`src/mca_pkg.sv`:
```
`timescale 1ns / 1ps
// ----------------------------------------------------------------------------
// mca_pkg
// Shared constants, types and helpers of the moving or cumulative average.
// ----------------------------------------------------------------------------
package mca_pkg;

   localparam int HIST_DEPTH = 256;
   localparam int HIST_AW    = $clog2(HIST_DEPTH);
   localparam int LEN_W      = $clog2(HIST_DEPTH + 1);
   localparam int TOT_W      = 32 + HIST_AW;
   localparam int WIN_W      = 9;
   localparam int DIV_W      = 64;
   localparam int DVS_W      = 33;
   localparam int DIV_CNT_W  = $clog2(DIV_W + 1);

   localparam logic signed [WIN_W-1:0] WIN_RESET = 9'sd10;
   localparam logic [31:0]             COUNT_MAX = 32'hFFFF_FFFF;

   typedef struct packed {
      logic signed [31:0] sample;
      logic               sample_valid;
      logic               clear;
   } item_type;

   typedef struct packed {
      logic                    start;
      logic signed [DIV_W-1:0] dividend;
      logic [DVS_W-1:0]        divisor;
   } div_req_type;

   typedef struct packed {
      logic                    done;
      logic signed [DIV_W-1:0] quotient;
   } div_rsp_type;

   typedef enum logic [3:0] {
      ST_IDLE,
      ST_CONV,
      ST_FILL,
      ST_AVG_DIV,
      ST_SAMPLE,
      ST_CUM_MUL,
      ST_CUM_DIV,
      ST_MOV_START,
      ST_MOV_DIV,
      ST_TRIM,
      ST_TRIM_UPD
   } back_state_type;

   // effective window: negative gives zero, capped at depth - 1
   function automatic logic [LEN_W-1:0] cap_window(input logic signed [WIN_W-1:0] w);
      logic [LEN_W-1:0] r;
      if (w < 0) begin
         r = '0;
      end else if (int'(w) > HIST_DEPTH - 1) begin
         r = LEN_W'(HIST_DEPTH - 1);
      end else begin
         r = LEN_W'($unsigned(w));
      end
      return r;
   endfunction

   function automatic logic [HIST_AW-1:0] wrap_slot(input logic [HIST_AW-1:0] base,
                                                   input logic [LEN_W-1:0] ofs);
      logic [LEN_W:0] s;
      s = (LEN_W+1)'(base) + (LEN_W+1)'(ofs);
      if (s >= (LEN_W+1)'(HIST_DEPTH)) begin
         s = s - (LEN_W+1)'(HIST_DEPTH);
      end
      return HIST_AW'(s);
   endfunction

   function automatic logic [HIST_AW-1:0] next_slot(input logic [HIST_AW-1:0] base);
      logic [HIST_AW-1:0] r;
      if (base == HIST_AW'(HIST_DEPTH - 1)) begin
         r = '0;
      end else begin
         r = base + 1'b1;
      end
      return r;
   endfunction

endpackage

```
`src/mca_div.sv`:
```
`timescale 1ns / 1ps
// ----------------------------------------------------------------------------
// mca_div
// Signed by positive restoring divider, one quotient bit per cycle.
// ----------------------------------------------------------------------------
module mca_div (
   input  logic                 clock,
   input  logic                 reset,
   input  mca_pkg::div_req_type req,
   output mca_pkg::div_rsp_type rsp
);
   import mca_pkg::*;

   logic                 busy_ff, busy_in;
   logic                 done_ff, done_in;
   logic [DIV_CNT_W-1:0] cnt_ff, cnt_in;
   logic [DVS_W:0]       rem_ff, rem_in;
   logic [DIV_W-1:0]     quo_ff, quo_in;
   logic [DVS_W-1:0]     dvs_ff, dvs_in;
   logic                 neg_ff, neg_in;
   logic [DVS_W:0]       shifted;
   logic [DVS_W+1:0]     diff;

   assign shifted = {rem_ff[DVS_W-1:0], quo_ff[DIV_W-1]};
   assign diff    = {1'b0, shifted} - {2'b00, dvs_ff};

   always_comb begin
      busy_in = busy_ff;
      done_in = 1'b0;
      cnt_in  = cnt_ff;
      rem_in  = rem_ff;
      quo_in  = quo_ff;
      dvs_in  = dvs_ff;
      neg_in  = neg_ff;
      if (req.start) begin
         busy_in = 1'b1;
         cnt_in  = DIV_CNT_W'(DIV_W);
         rem_in  = '0;
         quo_in  = req.dividend[DIV_W-1] ? $unsigned(-req.dividend) : $unsigned(req.dividend);
         dvs_in  = req.divisor;
         neg_in  = req.dividend[DIV_W-1];
      end else if (busy_ff) begin
         rem_in = diff[DVS_W+1] ? shifted : diff[DVS_W:0];
         quo_in = {quo_ff[DIV_W-2:0], !diff[DVS_W+1]};
         cnt_in = cnt_ff - 1'b1;
         if (cnt_ff == DIV_CNT_W'(1)) begin
            busy_in = 1'b0;
            done_in = 1'b1;
         end
      end
   end

   always_ff @(posedge clock) begin
      if (reset) begin
         busy_ff <= 1'b0;
         done_ff <= 1'b0;
         cnt_ff  <= '0;
      end else begin
         busy_ff <= busy_in;
         done_ff <= done_in;
         cnt_ff  <= cnt_in;
      end
   end

   always_ff @(posedge clock) begin
      rem_ff <= rem_in;
      quo_ff <= quo_in;
      dvs_ff <= dvs_in;
      neg_ff <= neg_in;
   end

   assign rsp.done     = done_ff;
   assign rsp.quotient = neg_ff ? -$signed(quo_ff) : $signed(quo_ff);

endmodule

```
`config.mk`:
```
export PLATFORM = sky130hd
export DESIGN_NAME = mca_div
export DESIGN_NICKNAME = d
export VERILOG_FILES = /design/src/mca_pkg.sv /design/src/mca_div.sv
export SDC_FILE = /design/constraint.sdc
export NUM_CORES = 1
export LEC_CHECK = 0
export BUFFER_PORTS_ARGS = -buffer_cell sky130_fd_sc_hd__buf_4
export CORE_MARGIN = 10
export CORE_UTILIZATION = 31
export DETAILED_ROUTE_END_ITERATION = 10
export PLACE_DENSITY = 0.6
export REMOVE_ABC_BUFFERS = 1
export SYNTH_ARGS = -nofsm -noshare
export SYNTH_HDL_FRONTEND = slang
export SYNTH_SLANG_ARGS = --single-unit
```
`constraint.sdc`:
```
create_clock -name clock -period 4.85 [get_ports clock]
set_input_delay 0.2425 -clock clock [delete_from_list [all_inputs] [get_ports clock]]
set_output_delay 0.2425 -clock clock [all_outputs]
set_load 0.005 [all_outputs]
```
==> impl_metrics.ini <==
[place]
placed_area_um2 = 11380
numPortBuffers = 164
placed_cells = 1632
place_congestion = 0.8557
hpwl_mm = 21.16

[power_and_ir_drop]
pwr-share-comb_pct = 27.4
power_frac_clock_pct = 33.9
p_int_uw = 2714
peakVddDrop_v = 0.0002555
power_leakage_uw = 0.004788
sequentialPowerShare_pct = 38.7
power.density_nw_per_um2 = 322.0
p_switching_uw = 1255
swShare_pct = 31.63

[sta]
relSlewSlack_pct = 17.32
rsz0062_at_grt = false
tightest_slew_ns = 1.240
clock_skew_ns = 0.01426
finalHoldViolCount = 0
max_freq_mhz = 224.8
maxSlewViolCount = 0
post-route-period-util_pct = 91.72
hold_slack_ns = 0.1917
fin_setup_tns_ns = 0
setup_viol = 0
period_needed_ns = 4.448

[synthesis]
yosys.area_share.xor_xnor_pct = 13.70
ys_warn_count = 0
synthTopCellsByArea = edfxtp_1 30%, dfxtp_1 8.5%, xnor2_1 7.4%
syn_area_um2 = 9843
synth_top_family_by_area = compound AO/OA/AOI/OAI gates
synth-compound-area-share_pct = 20.25
synthAdderAreaFrac_pct = 4.907
synth-simple-area-share_pct = 17.39
synth_top_area_share_pct = 29.90
yosys.cell_types.count = 62
async_flop_share_pct = 0
syn_inst = 1122
post-synth-top-area-cell = edfxtp_1
yosysMostFrequentCell = nor2_1
netlist_top_cells_count = 134 x nor2_1, 104 x a21oi_1, 98 x edfxtp_1, 98 x nand2_1, 83 x xnor2_1
synth_edf_count = 98
synth.avg_cell_area_um2 = 8.773
ys_seq_area_share_pct = 38.44
synth_ff_type = edfxtp_1
synth-seq-cells = 140
synth_mux_area_share_pct = 0.9279

[routing]
wl_met1_mm = 12.09
dr.max_layer_used = met4
wl_met2_mm = 13.94
num_vias = 8604
wire_per_inst_um = 16.87
first_pass_iters = 7
wirelength_mm = 28.65
vias_per_cell = 5.067
drtIter0Drc = 328
met3WireLength_mm = 2.349
ant_nets = 0
drc_errors = 0

[setup_path]
cp-end-kind = output port
critical_path_required_ns = 4.61
critPathLaunchType = register
crit_path_max_incr_delay_ns = 0.56
crit_fanout = 7
cp_slowest_cell = or4_4
arrival_ns = 4.21
crit_chain = or4_4 > or4_4 > or3_4 > or3_4 > or2_4 > nand2b_4 > or3_1 > o41ai_4 > xnor2_1 > buf_4
crit_type = register to output port

[floorplan]
ios = 165
start_util_pct = 31.27
core-area_um2 = 31470
std_cell_rows = 65
die_h_um = 198.2
die_x_um = 198.2
dieArea_um2 = 39280

[global_route]
grt_start_max_net_pins = 119
grt_pass1_vias = 8497
grt_usage_pct = 14.56
antenna_found_initial = 0
overflow = 0
grt_pass1_wl_mm = 45.56

[clock_network]
postCtsSetupRepairBufs = 0
clk_latency_ns = 0.44
htreeDepth = 4
cts_made_buffers = 17
cts-root-buf = clkbuf_16
tritoncts = done
clock_path_buffers = 2
cts.sinks = 140
cts.clk_slew.worst_paths_ns = 0.07

[min_path]
min_path_type = primary input to register

[layout]
design_area_um2 = 12330
layout-drive-gt1-share_pct = 17.59
diodes = 0
fin_cells = 1698
synthToLayoutAreaGrowth_pct = 25.22
layout.nets = 1421
fillers = 3150

[outcome]
outcome = complete, no violations

[flow_run]
cap_violations = 0
[cells by family (layout without fill, tap and decap cells)]
logic type / count (synthesis) / after routing
AOI/OAI and AO/OA: 308 / 308
DFF: 140 / 140
buffers and inverters: 111 / 285
xor gates and xnor gates: 154 / 154
and+or+nand+nor: 362 / 362
adders and majority gates: 38 / 38
muxes: 9 / 9
[layout make-up]
cell class,count,area (um^2),area share [%]
Multi-Input combinational cell,871,5632,45.69
Inverter,49,183.9,1.492
Sequential cell,140,3785,30.71
Clock inverter,13,126.4,1.025
Timing Repair Buffer,204,1620,13.15
Clock buffer,19,475.5,3.857
Tap cell,402,503.0,4.081
[power by group through the flow]
stage | logic (uW) | registers [uW] | clock network, uW
detailed placement | 1070 | 1560 | 0
CTS | 1100 | 1530 | 1380
floorplan | 624 | 1540 | 0
global placement | 1070 | 1550 | 0
global route | 1220 | 1550 | 1420
finish | 1090 | 1530 | 1350
[layout by cell type (no fill, tap or decap), types with 10 or more instances in the layout]
cell type	Yosys	final
buf_4	2	169
nor2_1	134	134
a21oi_1	104	104
nand2_1	98	98
edfxtp_1	98	98
xnor2_1	83	83
xor2_1	71	71
o21ai_0	59	59
inv_1	49	49
o31ai_1	42	42
dfxtp_1	42	41
ha_1	37	37
dlygate4sd3_1	0	34
or3_1	27	27
a311oi_1	22	22
clkbuf_16	0	19
nor3_1	16	16
o41ai_1	16	16
nand3_1	13	13
nand2b_1	12	12
or2_2	10	10
o21a_1	10	10
a21o_1	10	10
[critical path: cells and delay by family, from the launching register on]
kind | cells | cell delay [ns]
AO/OA/AOI/OAI | 1 | 0.39
buffers and inverters | 1 | 0.13
flip-flops | 1 | 0.45
XOR/XNOR | 1 | 0.16
AND/OR/NAND/NOR | 7 | 2.62
[state kept, by name (all words and copies together), names as in the netlist]
register and cells:
rem_ff 33, cnt_ff 7, done_ff 1, busy_ff 1
neg_ff 1, dvs_ff 33, quo_ff 64
[stage by stage]
stage | setup slack, ns | total power [uW] | util [%]
after global routing | 0.2647 | 4196 | 39.16
after global placement | 0.8902 | 2619 | 36.17
after floorplan | 1.197 | 2160 | -
final | 0.4018 | 3969 | 39.16
after detailed placement | 0.8627 | 2631 | 36.17
after CTS | 0.3728 | 4021 | 39.16
[per-layer routing]
metal | vias up | GRT usage (%)
met5 | - | 0
li1 | 4381 | -
met1 | 4021 | 16.73
met4 | 0 | 3.474
met3 | 18 | 5.772
met2 | 184 | 24.77
[timing repair]
item,CTS,global route
hold buffers,34,0
gates resized for setup,0,0
hold endpoints to repair,35,0
[final timing paths]
kind                                  from          to  slack, ns  depth (start not counted)
worst min register to register  rem_ff[32]  rem_ff[32]       0.50                          2
worst max-delay path            quo_ff[29]     rsp[58]       0.40                         10
worst min-delay path               req[33]   quo_ff[0]       0.19                          3
worst max register to register  quo_ff[63]  rem_ff[25]       0.97                         14
No activity file was read; power rests on OpenSTA's default activity.
