`src/mca_pkg.sv`:
```
`timescale 1ns / 1ps
// ----------------------------------------------------------------------------
// mca_pkg
// Shared constants, types and helpers of the moving or cumulative average.
// ----------------------------------------------------------------------------
package mca_pkg;

   localparam int HIST_DEPTH = 256;
   localparam int HIST_AW    = $clog2(HIST_DEPTH);
   localparam int LEN_W      = $clog2(HIST_DEPTH + 1);
   localparam int TOT_W      = 32 + HIST_AW;
   localparam int WIN_W      = 9;
   localparam int DIV_W      = 64;
   localparam int DVS_W      = 33;
   localparam int DIV_CNT_W  = $clog2(DIV_W + 1);

   localparam logic signed [WIN_W-1:0] WIN_RESET = 9'sd10;
   localparam logic [31:0]             COUNT_MAX = 32'hFFFF_FFFF;

   typedef struct packed {
      logic signed [31:0] sample;
      logic               sample_valid;
      logic               clear;
   } item_type;

   typedef struct packed {
      logic                    start;
      logic signed [DIV_W-1:0] dividend;
      logic [DVS_W-1:0]        divisor;
   } div_req_type;

   typedef struct packed {
      logic                    done;
      logic signed [DIV_W-1:0] quotient;
   } div_rsp_type;

   typedef enum logic [3:0] {
      ST_IDLE,
      ST_CONV,
      ST_FILL,
      ST_AVG_DIV,
      ST_SAMPLE,
      ST_CUM_MUL,
      ST_CUM_DIV,
      ST_MOV_START,
      ST_MOV_DIV,
      ST_TRIM,
      ST_TRIM_UPD
   } back_state_type;

   // effective window: negative gives zero, capped at depth - 1
   function automatic logic [LEN_W-1:0] cap_window(input logic signed [WIN_W-1:0] w);
      logic [LEN_W-1:0] r;
      if (w < 0) begin
         r = '0;
      end else if (int'(w) > HIST_DEPTH - 1) begin
         r = LEN_W'(HIST_DEPTH - 1);
      end else begin
         r = LEN_W'($unsigned(w));
      end
      return r;
   endfunction

   function automatic logic [HIST_AW-1:0] wrap_slot(input logic [HIST_AW-1:0] base,
                                                   input logic [LEN_W-1:0] ofs);
      logic [LEN_W:0] s;
      s = (LEN_W+1)'(base) + (LEN_W+1)'(ofs);
      if (s >= (LEN_W+1)'(HIST_DEPTH)) begin
         s = s - (LEN_W+1)'(HIST_DEPTH);
      end
      return HIST_AW'(s);
   endfunction

   function automatic logic [HIST_AW-1:0] next_slot(input logic [HIST_AW-1:0] base);
      logic [HIST_AW-1:0] r;
      if (base == HIST_AW'(HIST_DEPTH - 1)) begin
         r = '0;
      end else begin
         r = base + 1'b1;
      end
      return r;
   endfunction

endpackage

```
`src/mca_front.sv`:
```
`timescale 1ns / 1ps
// ----------------------------------------------------------------------------
// mca_front
// Accepts input transactions into a two-entry queue for the back end.
// ----------------------------------------------------------------------------
module mca_front (
   input  logic              clock,
   input  logic              reset,
   input  logic              req_valid,
   output logic              req_stall,
   input  mca_pkg::item_type req_item,
   output logic              item_valid,
   output mca_pkg::item_type item,
   input  logic              item_pop
);
   import mca_pkg::*;

   item_type   fifo_ff [2];
   logic       wr_ptr_ff, wr_ptr_in;
   logic       rd_ptr_ff, rd_ptr_in;
   logic [1:0] cnt_ff, cnt_in;
   logic       push;
   logic       pop;

   assign req_stall  = (cnt_ff == 2'd2);
   assign item_valid = (cnt_ff != 2'd0);
   assign item       = fifo_ff[rd_ptr_ff];
   assign push       = req_valid && !req_stall;
   assign pop        = item_pop && item_valid;

   always_comb begin
      wr_ptr_in = push ? !wr_ptr_ff : wr_ptr_ff;
      rd_ptr_in = pop ? !rd_ptr_ff : rd_ptr_ff;
      cnt_in    = cnt_ff + {1'b0, push} - {1'b0, pop};
   end

   always_ff @(posedge clock) begin
      if (reset) begin
         wr_ptr_ff <= 1'b0;
         rd_ptr_ff <= 1'b0;
         cnt_ff    <= 2'd0;
      end else begin
         wr_ptr_ff <= wr_ptr_in;
         rd_ptr_ff <= rd_ptr_in;
         cnt_ff    <= cnt_in;
      end
   end

   always_ff @(posedge clock) begin
      if (push) begin
         fifo_ff[wr_ptr_ff] <= req_item;
      end
   end

endmodule

```
`config.mk`:
```
export PLATFORM = sky130hd
export DESIGN_NAME = mca_front
export DESIGN_NICKNAME = d
export VERILOG_FILES = /design/src/mca_pkg.sv /design/src/mca_front.sv
export SDC_FILE = /design/constraint.sdc
export NUM_CORES = 1
export LEC_CHECK = 0
export BUFFER_PORTS_ARGS = -buffer_cell sky130_fd_sc_hd__buf_2
export CAP_MARGIN = 20
export CORE_MARGIN = 10
export CORE_UTILIZATION = 51
export DETAILED_ROUTE_END_ITERATION = 12
export PLACE_DENSITY = 0.88
export SYNTH_ARGS = -nofsm -noshare
export SYNTH_HDL_FRONTEND = slang
export SYNTH_SLANG_ARGS = --single-unit
```
`constraint.sdc`:
```
create_clock -name clock -period 2.54 [get_ports clock]
set_input_delay 0.127 -clock clock [delete_from_list [all_inputs] [get_ports clock]]
set_output_delay 0.127 -clock clock [all_outputs]
set_load 0.01 [all_outputs]
```
==> flow_summary.yaml, run 1 <==
run_status:
  status: "completed"
synthesis:
  netlist_area_sq_mm: 0.00268
  synthesis.nets: 172
  syn_avg_cell_area_sq_um: 20.3
  synth_warnings: 0
  syn_inst: 132
  yosys.cell_types.count: 19
  ys_ff_latch: 73
  ys_seq_area_share_pct: 80.0
clocking:
  htree_levels: 3
  numCtsBuffers: 9
  clkTransAtPathRegs_ns: 0.07
  ctsResizeCount: 0
  cts_sinks: 73
  clk_latency_ns: 0.33
  clock_path_buffers: 2
  cts_root_buf: "clkbuf_8"
  tritoncts: "done"
pwr:
  comb_power_share_pct: 26.7
  leakage_nw: 1.41
  peakVddDrop_uv: 577
  p_int_w: 0.00227
  power.share.switching_pct: 27.6
  switchingPower_w: 0.000865
  pwr-share-clk_pct: 23.6
  pwr-share-seq_pct: 49.7
  powerDensity_mw_per_mm2: 857
sta:
  finalCritPeriodShare_pct: 72.6
  rsz0062_at_grt: "false"
  timing.final.crit_period_ns: 1.85
  finalSetupViolCount: 0
  maxSlewHeadroom_pct: 47.2
  fmax_mhz: 542
  skew_ns: 0.00545
  tns_ns: 0
  drv_slew: 0
  hold_viol_final: 0
  worst_pin_slew_ns: 0.791
routing:
  drtIter0Drc: 75
  drc: 0
  routed-via-count: 1513
  viasPerCell: 4.68
  routed_wl_microns: 5330
  wl_per_cell_microns: 16.5
  dr.pass1.iters: 4
  ant_nets: 0
global_route:
  grt_max_degree: 35
  grt_pass1_wl_microns: 8730
  antenna_found_initial: 0
  grt_pass1_vias: 1701
  track_usage_pct: 13.1
  grt-ovfl-total: 0
hold_path:
  holdCritPathClass: "input pin to flop"
floorplanning:
  start_util_pct: 52.4
  placementRows: 26
  io_pins: 74
  die_area_sq_mm: 0.00855
  coreArea_sq_mm: 0.00511
  die_x_microns: 92.5
  die_h_microns: 92.5
job:
  maxCapViolations: 0
placement:
  port_buffers: 73
  place_inst: 273
  routabilityCongestion: 0.685
  hpwl_microns: 3440
setup_path:
  endpoint_kind: "primary output"
  critical_path_class: "flop to primary output"
  critPathMaxFanout: 25
  required_ns: 2.41
  start_kind: "flop"
  critical_path_arrival_ns: 1.72
final_layout:
  final_cell_mix: "73 x buf_2, 68 x edfxtp_1, 34 x mux2_2, 34 x dlygate4sd3_1, 9 x clkbuf_8"
  nets: 288
  antenna_cells: 0
  drive_gt1_share_pct: 50.6
  final_common_cell: "buf_2"
  area_growth_pct: 36.4
  fin_cells: 323
  nFillCells: 343
==> routing by layer <==
layer | share of wire [%] | GRT usage, % | vias up
met4 | 0.86 | 4.63 | 0
met2 | 54 | 23.4 | 45
li1 | - | - | 736
met3 | 6.8 | 5.00 | 5
met5 | 0 | 0 | -
met1 | 39 | 13.9 | 727
==> critical path, stage by stage, from the launching register on <==
cell     delay [ns]
dfxtp_1        0.63
buf_12         0.25
mux2_2         0.36
buf_2          0.14
==> final timing paths <==
check	depth (start not counted)	slack, ns	startpoint	endpoint
hold / removal	2	0.03	reset	flop
setup / recovery	3	0.69	flop	item[8]
setup reg to reg	5	0.76	cnt_ff[0]	fifo_ff[0][14]
hold reg to reg	2	0.50	wr_ptr_ff	wr_ptr_ff
==> per-stage QoR <==
step | util (%) | area (sq um) | hold WS [ns] | setup slack (ns) | total power (W)
after global placement | 61.7 | 3150 | 0.317 | 0.804 | 0.00236
after global routing | 71.6 | 3650 | 0.0126 | 0.557 | 0.00331
after CTS | 71.6 | 3650 | 0.0167 | 0.644 | 0.00317
final | 71.6 | 3650 | 0.0328 | 0.695 | 0.00313
after floorplan | - | 2680 | 0.196 | 0.620 | 0.00206
after detailed placement | 61.7 | 3150 | 0.320 | 0.778 | 0.00239
==> power by group through the flow <==
stage,sequential [W],clock (W),combinational [W]
floorplan,0.00155,0,0.000510
global placement,0.00158,0,0.000787
detailed placement,0.00159,0,0.000798
CTS,0.00156,0.000764,0.000847
global route,0.00158,0.000821,0.000917
finish,0.00156,0.000739,0.000836
==> repair_timing <==
item	in CTS	in global routing
hold endpoints to repair	68	0
setup buffers	0	0
setup endpoints to repair	0	0
hold buffers	34	0
==> synth_stat cells <==
library cell,instances,area (sq um)
inv_1,3,11.3
ha_1,2,25.0
mux2_2,34,383
xor2_1,1,8.76
dfxtp_1,5,100
edfxtp_1,68,2040
or2_2,1,6.26
nor2b_1,1,6.26
nand2_1,1,3.75
nand2b_2,1,8.76
o21a_1,1,7.51
nor2_1,3,11.3
and3_2,1,7.51
a21oi_1,1,5.00
o21ai_0,1,5.00
buf_2,4,20.0
or3_1,1,6.26
xnor2_1,2,17.5
inv_2,1,3.75
==> flip-flops by register name (all words and copies together) (netlist names), named ones only <==
signal     flops
cnt_ff         2
wr_ptr_ff      1
fifo_ff       68
rd_ptr_ff      1
==> area by class of cell <==
| type | count | area (sq um) | share of cell area, % |
|---|---|---|---|
| multi-input combinational | 51 | 502 | 13.7 |
| inverter | 4 | 15.0 | 0.411 |
| tap | 70 | 87.6 | 2.40 |
| clock buffer | 10 | 128 | 3.49 |
| timing repair buffer | 109 | 746 | 20.4 |
| sequential | 73 | 2140 | 58.6 |
| clock inverter | 6 | 35.0 | 0.959 |
==> cells by family (layout without fill, tap and decap cells) <==
logic type / after synthesis / after routing / synth area share (%)
flip-flops: 73 / 73 / 80.0
multiplexers: 34 / 34 / 14.3
AND/OR/NAND/NOR: 9 / 9 / 1.87
XOR/XNOR: 3 / 3 / 0.981
AO/OA/AOI/OAI: 3 / 3 / 0.654
adder cells (fa/ha/maj): 2 / 2 / 0.934
buffers and inverters: 8 / 129 / 1.31
(Power assumes the default switching activity.)
==> inputs of run 2 (changes only) <==
- ABC_AREA: not set -> 1
- CORE_UTILIZATION: 51 -> 52
- PLACE_DENSITY: 0.88 -> 0.89
- clock period: 2.54 -> 1.7 ns (I/O delays scaled with it)
==> run 2 against run 1 <==
- sequential share of layout area down 2.5 points
- routed wire length up 3.9%
- die area up 3.6%
- non-clock buffer count up 2
- flip-flop and latch count unchanged
- critical path type unchanged
- critical endpoint is now item[33]
- highest routed layer unchanged
==> flow_summary.yaml, run 2 <==
final_layout:
  nets: 302
  final_common_cell: "buf_2"
  largest_reg_flops: 68
  antenna_cells: 0
  largestRegisters: "fifo_ff x68, cnt_ff x2"
  register_area_sq_mm: 0.00214
  drive_gt1_share_pct: 46.8
  final_cell_mix: "73 x buf_2, 68 x edfxtp_1, 35 x dlygate4sd3_1"
  area_growth_pct: 33.6
  multi_input_area_sq_um: 622
  nFillCells: 339
  largest_register: "fifo_ff"
sta:
  drv_slew: 0
  maxSlewHeadroom_pct: 82.4
  tns_ns: 0
  hold_viol_final: 0
  fmax_mhz: 654
  timing.final.crit_period_ns: 1.53
  rsz0062_at_grt: "false"
  skew_ns: 0.00915
  finalSetupViolCount: 0
  finalCritPeriodShare_pct: 89.9
  worst_pin_slew_ns: 0.263
setup_path:
  r2r_slack_ns: 0.18
  critical_path_arrival_ns: 1.44
  required_ns: 1.62
  critPathMaxFanout: 34
  start_kind: "flop"
  critical_path_class: "flop to primary output"
  endpoint_kind: "primary output"
global_route:
  grt_util_met2_pct: 24.6
  grt_pass1_wl_microns: 8800
  grt.busiest_layer: "met2"
  met3_usage_pct: 2.80
  grt_max_degree: 35
  grt-ovfl-total: 0
  track_usage_pct: 13.0
  grt_use_met1_pct: 13.1
  antenna_found_initial: 0
  grt_pass1_vias: 1709
synthesis:
  synthFlopType: "edfxtp_1"
  synthArstFlopShare_pct: 0
  yosys-top-cells-area: "edfxtp_1 71%, mux2_4 16%, dfxtp_1 3.5%"
  yosysTopAreaCell: "edfxtp_1"
  synth_top_area_share_pct: 71.5
  synthesis.nets: 184
  netlist_area_sq_mm: 0.00286
  synthMostInstantiatedCell: "edfxtp_1"
  synth_warnings: 0
  synth_commonest_cells: "68 x edfxtp_1, 30 x mux2_4, 9 x inv_1, 9 x nor2_1, 8 x nand2_1"
  ys_seq_area_share_pct: 75.0
  ys_ff_latch: 73
  syn_avg_cell_area_sq_um: 19.8
  syn_inst: 144
  yosys.cell_types.count: 12
  synth_edf_count: 68
floorplanning:
  io_pins: 74
  start_util_pct: 54.9
  coreArea_sq_mm: 0.00520
  die_h_microns: 94.1
  placementRows: 26
  die_area_sq_mm: 0.00886
  die_x_microns: 94.1
clocking:
  cts_root_buf: "clkbuf_8"
  cts_setup_buffers: 0
  tritoncts: "done"
  clock_path_buffers: 2
  cts_sinks: 73
  clk_latency_ns: 0.32
  clkTransAtPathRegs_ns: 0.07
  htree_levels: 3
  numCtsBuffers: 9
pwr:
  total_power_w: 0.00494
  leakage_nw: 1.56
  powerDensity_mw_per_mm2: 1290
  peakVddDrop_uv: 1030
routing:
  routed_wl_microns: 5530
  drc: 0
  dr.pass1.iters: 4
  ant_nets: 0
  viasPerCell: 4.70
  wl_per_cell_microns: 16.4
  routed-via-count: 1584
  drtIter0Drc: 51
placement:
  routabilityCongestion: 0.691
  hpwl_microns: 3590
  port_buffers: 73
job:
  maxCapViolations: 0
hold_path:
  holdCritPathClass: "input pin to flop"
run_status:
  status: "completed"
-- run 2: cell count changes in the layout (fill, tap and decap cells not counted), moves of 3 or more --
| cell | before | now |
|---|---|---|
| inv_1 | 3 | 9 |
| clkinv_2 | 4 | 1 |
| mux2_4 | 0 | 30 |
| nand2_1 | 1 | 6 |
| nand3_1 | 0 | 3 |
| nor2_1 | 3 | 8 |
| mux2_2 | 34 | 4 |
-- run 2: layout make-up --
type	count	share of cell area, %
timing repair buffer	111	20.3
sequential	73	56.1
clock buffer	12	3.54
clock inverter	4	0.524
inverter	9	0.885
multi-input combinational	58	16.3
tap	70	2.29
-- run 2: final timing paths --
path	startpoint	end	cells after the start
setup / recovery	flop	item[33]	3
hold / removal	req_valid	wr_ptr_ff	3
setup reg to reg	cnt_ff[0]	cnt_ff[1]	10
hold reg to reg	rd_ptr_ff	rd_ptr_ff	2
-- run 2: what timing repair did --
action,4_1_cts,5_1_grt
endpoints found under the hold margin,69,0
setup endpoints to repair,0,1
resized for setup,0,2
hold buffers,35,0
-- run 2: kinds of logic after synthesis --
group	count (synthesis)	share of synthesized area, %
multiplexers	34	17.3
AND/OR/NAND/NOR	20	2.76
adder cells (fa/ha/maj)	2	0.876
flip-flops	73	75.0
buffers and inverters	13	3.68
AO/OA/AOI/OAI	2	0.350
-- run 2: report_power, final --
| group | switching (W) | leakage [nW] | internal (W) |
|---|---|---|---|
| registers | 0.0000892 | 0.677 | 0.00228 |
| logic | 0.000732 | 0.804 | 0.000764 |
| clock network | 0.000555 | 0.0754 | 0.000519 |
-- run 2: metrics by stage --
step / instances / setup slack [ns] / cell area [sq um] / hold WS [ns] / utilization [%]
after global routing: 337 / 0.00998 / 3820 / 0.0725 / 73.3
final: 337 / 0.171 / 3820 / 0.0661 / 73.3
after detailed placement: 286 / 0.102 / 3310 / 0.269 / 63.5
after CTS: 337 / 0.104 / 3810 / 0.0377 / 73.2
after global placement: 286 / 0.229 / 3310 / 0.256 / 63.5
after floorplan: 144 / 0.0588 / 2860 / 0.156 / -
-- run 2: critical path, cell delays in order (launching register included) --
cell,delay [ns]
dfxtp_2,0.34
buf_12,0.26
mux2_2,0.38
buf_2,0.15
-- run 2: layer usage --
| layer | wire length [microns] | vias to the layer above |
|---|---|---|
| li1 | - | 772 |
| met1 | 2040 | 771 |
| met2 | 3230 | 36 |
| met3 | 205 | 5 |
| met4 | 63 | 0 |
| met5 | 0 | - |
==> inputs of run 3 (changes only) <==
- clock period: 1.7 -> 1.5 ns (I/O delays scaled with it)
==> run 3 against run 2 <==
- clock power up 13%
- global-route usage grew 0.15 points
- utilization grew 2.4 points
- power increased by 19%
- clock-buffer cell count did not move
- first-iteration DRC count rose by 120%
- routed wire length is 5.8% higher
- sequential power grew 15%
- cell count rose by 1.8%
- flip-flop and latch count is the same
==> flow_summary.yaml, run 3 (same netlist as run 2, synthesis figures left out) <==
setup_path:
  start_kind: "flop"
  critical_path_arrival_ns: 1.70
  endpoint_kind: "flop"
  r2r_slack_ns: 0.05
  r2r-start: "cnt_ff[0]"
  required_ns: 1.75
  critPathMaxFanout: 3
  startpoint: "cnt_ff[0]"
  critical_path_class: "flop to flop"
final_layout:
  area_growth_pct: 37.9
  fin_util_pct: 75.7
  largestRegisters: "fifo_ff x68, cnt_ff x2"
  nets: 306
  final_cell_mix: "73 x buf_2, 68 x edfxtp_1, 35 x dlygate4sd3_1"
  design_area_sq_mm: 0.00394
  fin_cells: 343
  largest_register: "fifo_ff"
  largest_reg_flops: 68
  drive_gt1_share_pct: 52.4
  final_common_cell: "buf_2"
floorplanning:
  die_x_microns: 94.1
  die_area_sq_mm: 0.00886
  coreArea_sq_mm: 0.00520
  die_h_microns: 94.1
  start_util_pct: 54.9
  io_pins: 74
  placementRows: 26
placement:
  port_buffers: 73
  hpwl_microns: 3810
  routabilityCongestion: 0.760
  place_inst: 287
  place_ws_ns: -0.0424
  place_area_sq_mm: 0.00334
global_route:
  grt-ovfl-total: 0
  grt_pass1_wl_microns: 8830
  antenna_found_initial: 1
  track_usage_pct: 13.2
  grt_pass1_vias: 1694
  grt_max_degree: 35
clocking:
  clk_latency_ns: 0.32
  numCtsBuffers: 9
  cts_root_buf: "clkbuf_8"
  tritoncts: "done"
  cts_sinks: 73
  clock_path_buffers: 2
  clkTransAtPathRegs_ns: 0.06
  htree_levels: 3
routing:
  ant_nets: 0
  dr.pass1.iters: 4
  drc: 0
  wl_per_cell_microns: 17.1
  viasPerCell: 4.72
  routed_wl_microns: 5850
  routed-via-count: 1619
  drtIter0Drc: 111
hold_path:
  worstHoldStart: "item_pop"
  holdCritPathClass: "input pin to flop"
sta:
  finalSetupViolCount: 0
  skew_ns: 0.00762
  drv_slew: 0
  worst_pin_slew_ns: 0.201
  fmax_mhz: 690
  hold_viol_final: 0
  finalCritPeriodShare_pct: 96.6
  timing.final.crit_period_ns: 1.45
  maxSlewHeadroom_pct: 86.6
  setup_slack_ns: 0.0515
pwr:
  total_power_w: 0.00587
  leakage_nw: 1.58
  peakVddDrop_uv: 1290
  powerDensity_mw_per_mm2: 1490
job:
  maxCapViolations: 0
run_status:
  status: "completed"
## run 3: cell types whose count changed in the layout (fill, tap and decap cells not counted), sizes merged
cell and change:
diode +2, buf +4, clkinvlp +1, inv -1
## run 3: final timing paths
path / depth (start not counted) / endpoint
worst min register to register: 2 / rd_ptr_ff
worst min-delay path: 4 / flop
worst max-delay path: 11 / cnt_ff[1]
worst max register to register: 11 / cnt_ff[1]
## run 3: per-layer routing
metal | vias up | GRT usage [%] | wire length [microns]
li1 | 785 | - | -
met1 | 775 | 13.8 | 2110
met2 | 50 | 23.5 | 3370
met3 | 9 | 3.04 | 258
met4 | 0 | 7.72 | 120
met5 | - | 0 | 0
## run 3: through the flow
| step | setup TNS (ns) | hold slack (ns) |
|---|---|---|
| 2_1_floorplan | 0 | 0.146 |
| 3_3_place_gp | 0 | 0.245 |
| 3_5_place_dp | -0.0424 | 0.248 |
| 4_1_cts | 0 | 0.0495 |
| 5_1_grt | -0.0488 | 0.0958 |
| 6_report | 0 | 0.0785 |
## run 3: power by group
part / internal (W) / leakage [nW] / total (W) / switching (W)
clock: 0.000588 / 0.0755 / 0.00121 / 0.000621
combinational: 0.00100 / 0.826 / 0.00193 / 0.000930
sequential: 0.00260 / 0.678 / 0.00273 / 0.000135
total: 0.00419 / 1.58 / 0.00587 / 0.00169
## run 3: worst max-delay path, stage by stage, from the launching register on
cell     delay (ns)
dfxtp_4        0.37
inv_2          0.05
nand2_4        0.08
nand2_4        0.06
ha_4           0.26
inv_1          0.05
ha_4           0.16
inv_2          0.05
nand2_2        0.07
nand3_2        0.06
nand2_1        0.05
nor2_1         0.10
## run 3: area by class of cell
type | instances | area, sq um
clock buffer | 12 | 135
clock inverter | 4 | 20.0
tap | 70 | 87.6
inverter | 9 | 37.5
timing repair buffer | 115 | 818
multi-input combinational | 58 | 686
fill | 324 | 1260
antenna | 2 | 5.00
sequential | 73 | 2150
## run 3: repair_timing
action	CTS	global route
pin swaps	0	5
resized for setup	3	16
hold buffers	35	0
buffers inserted	0	3
endpoints found under the setup margin	1	1
hold endpoints to repair	69	0
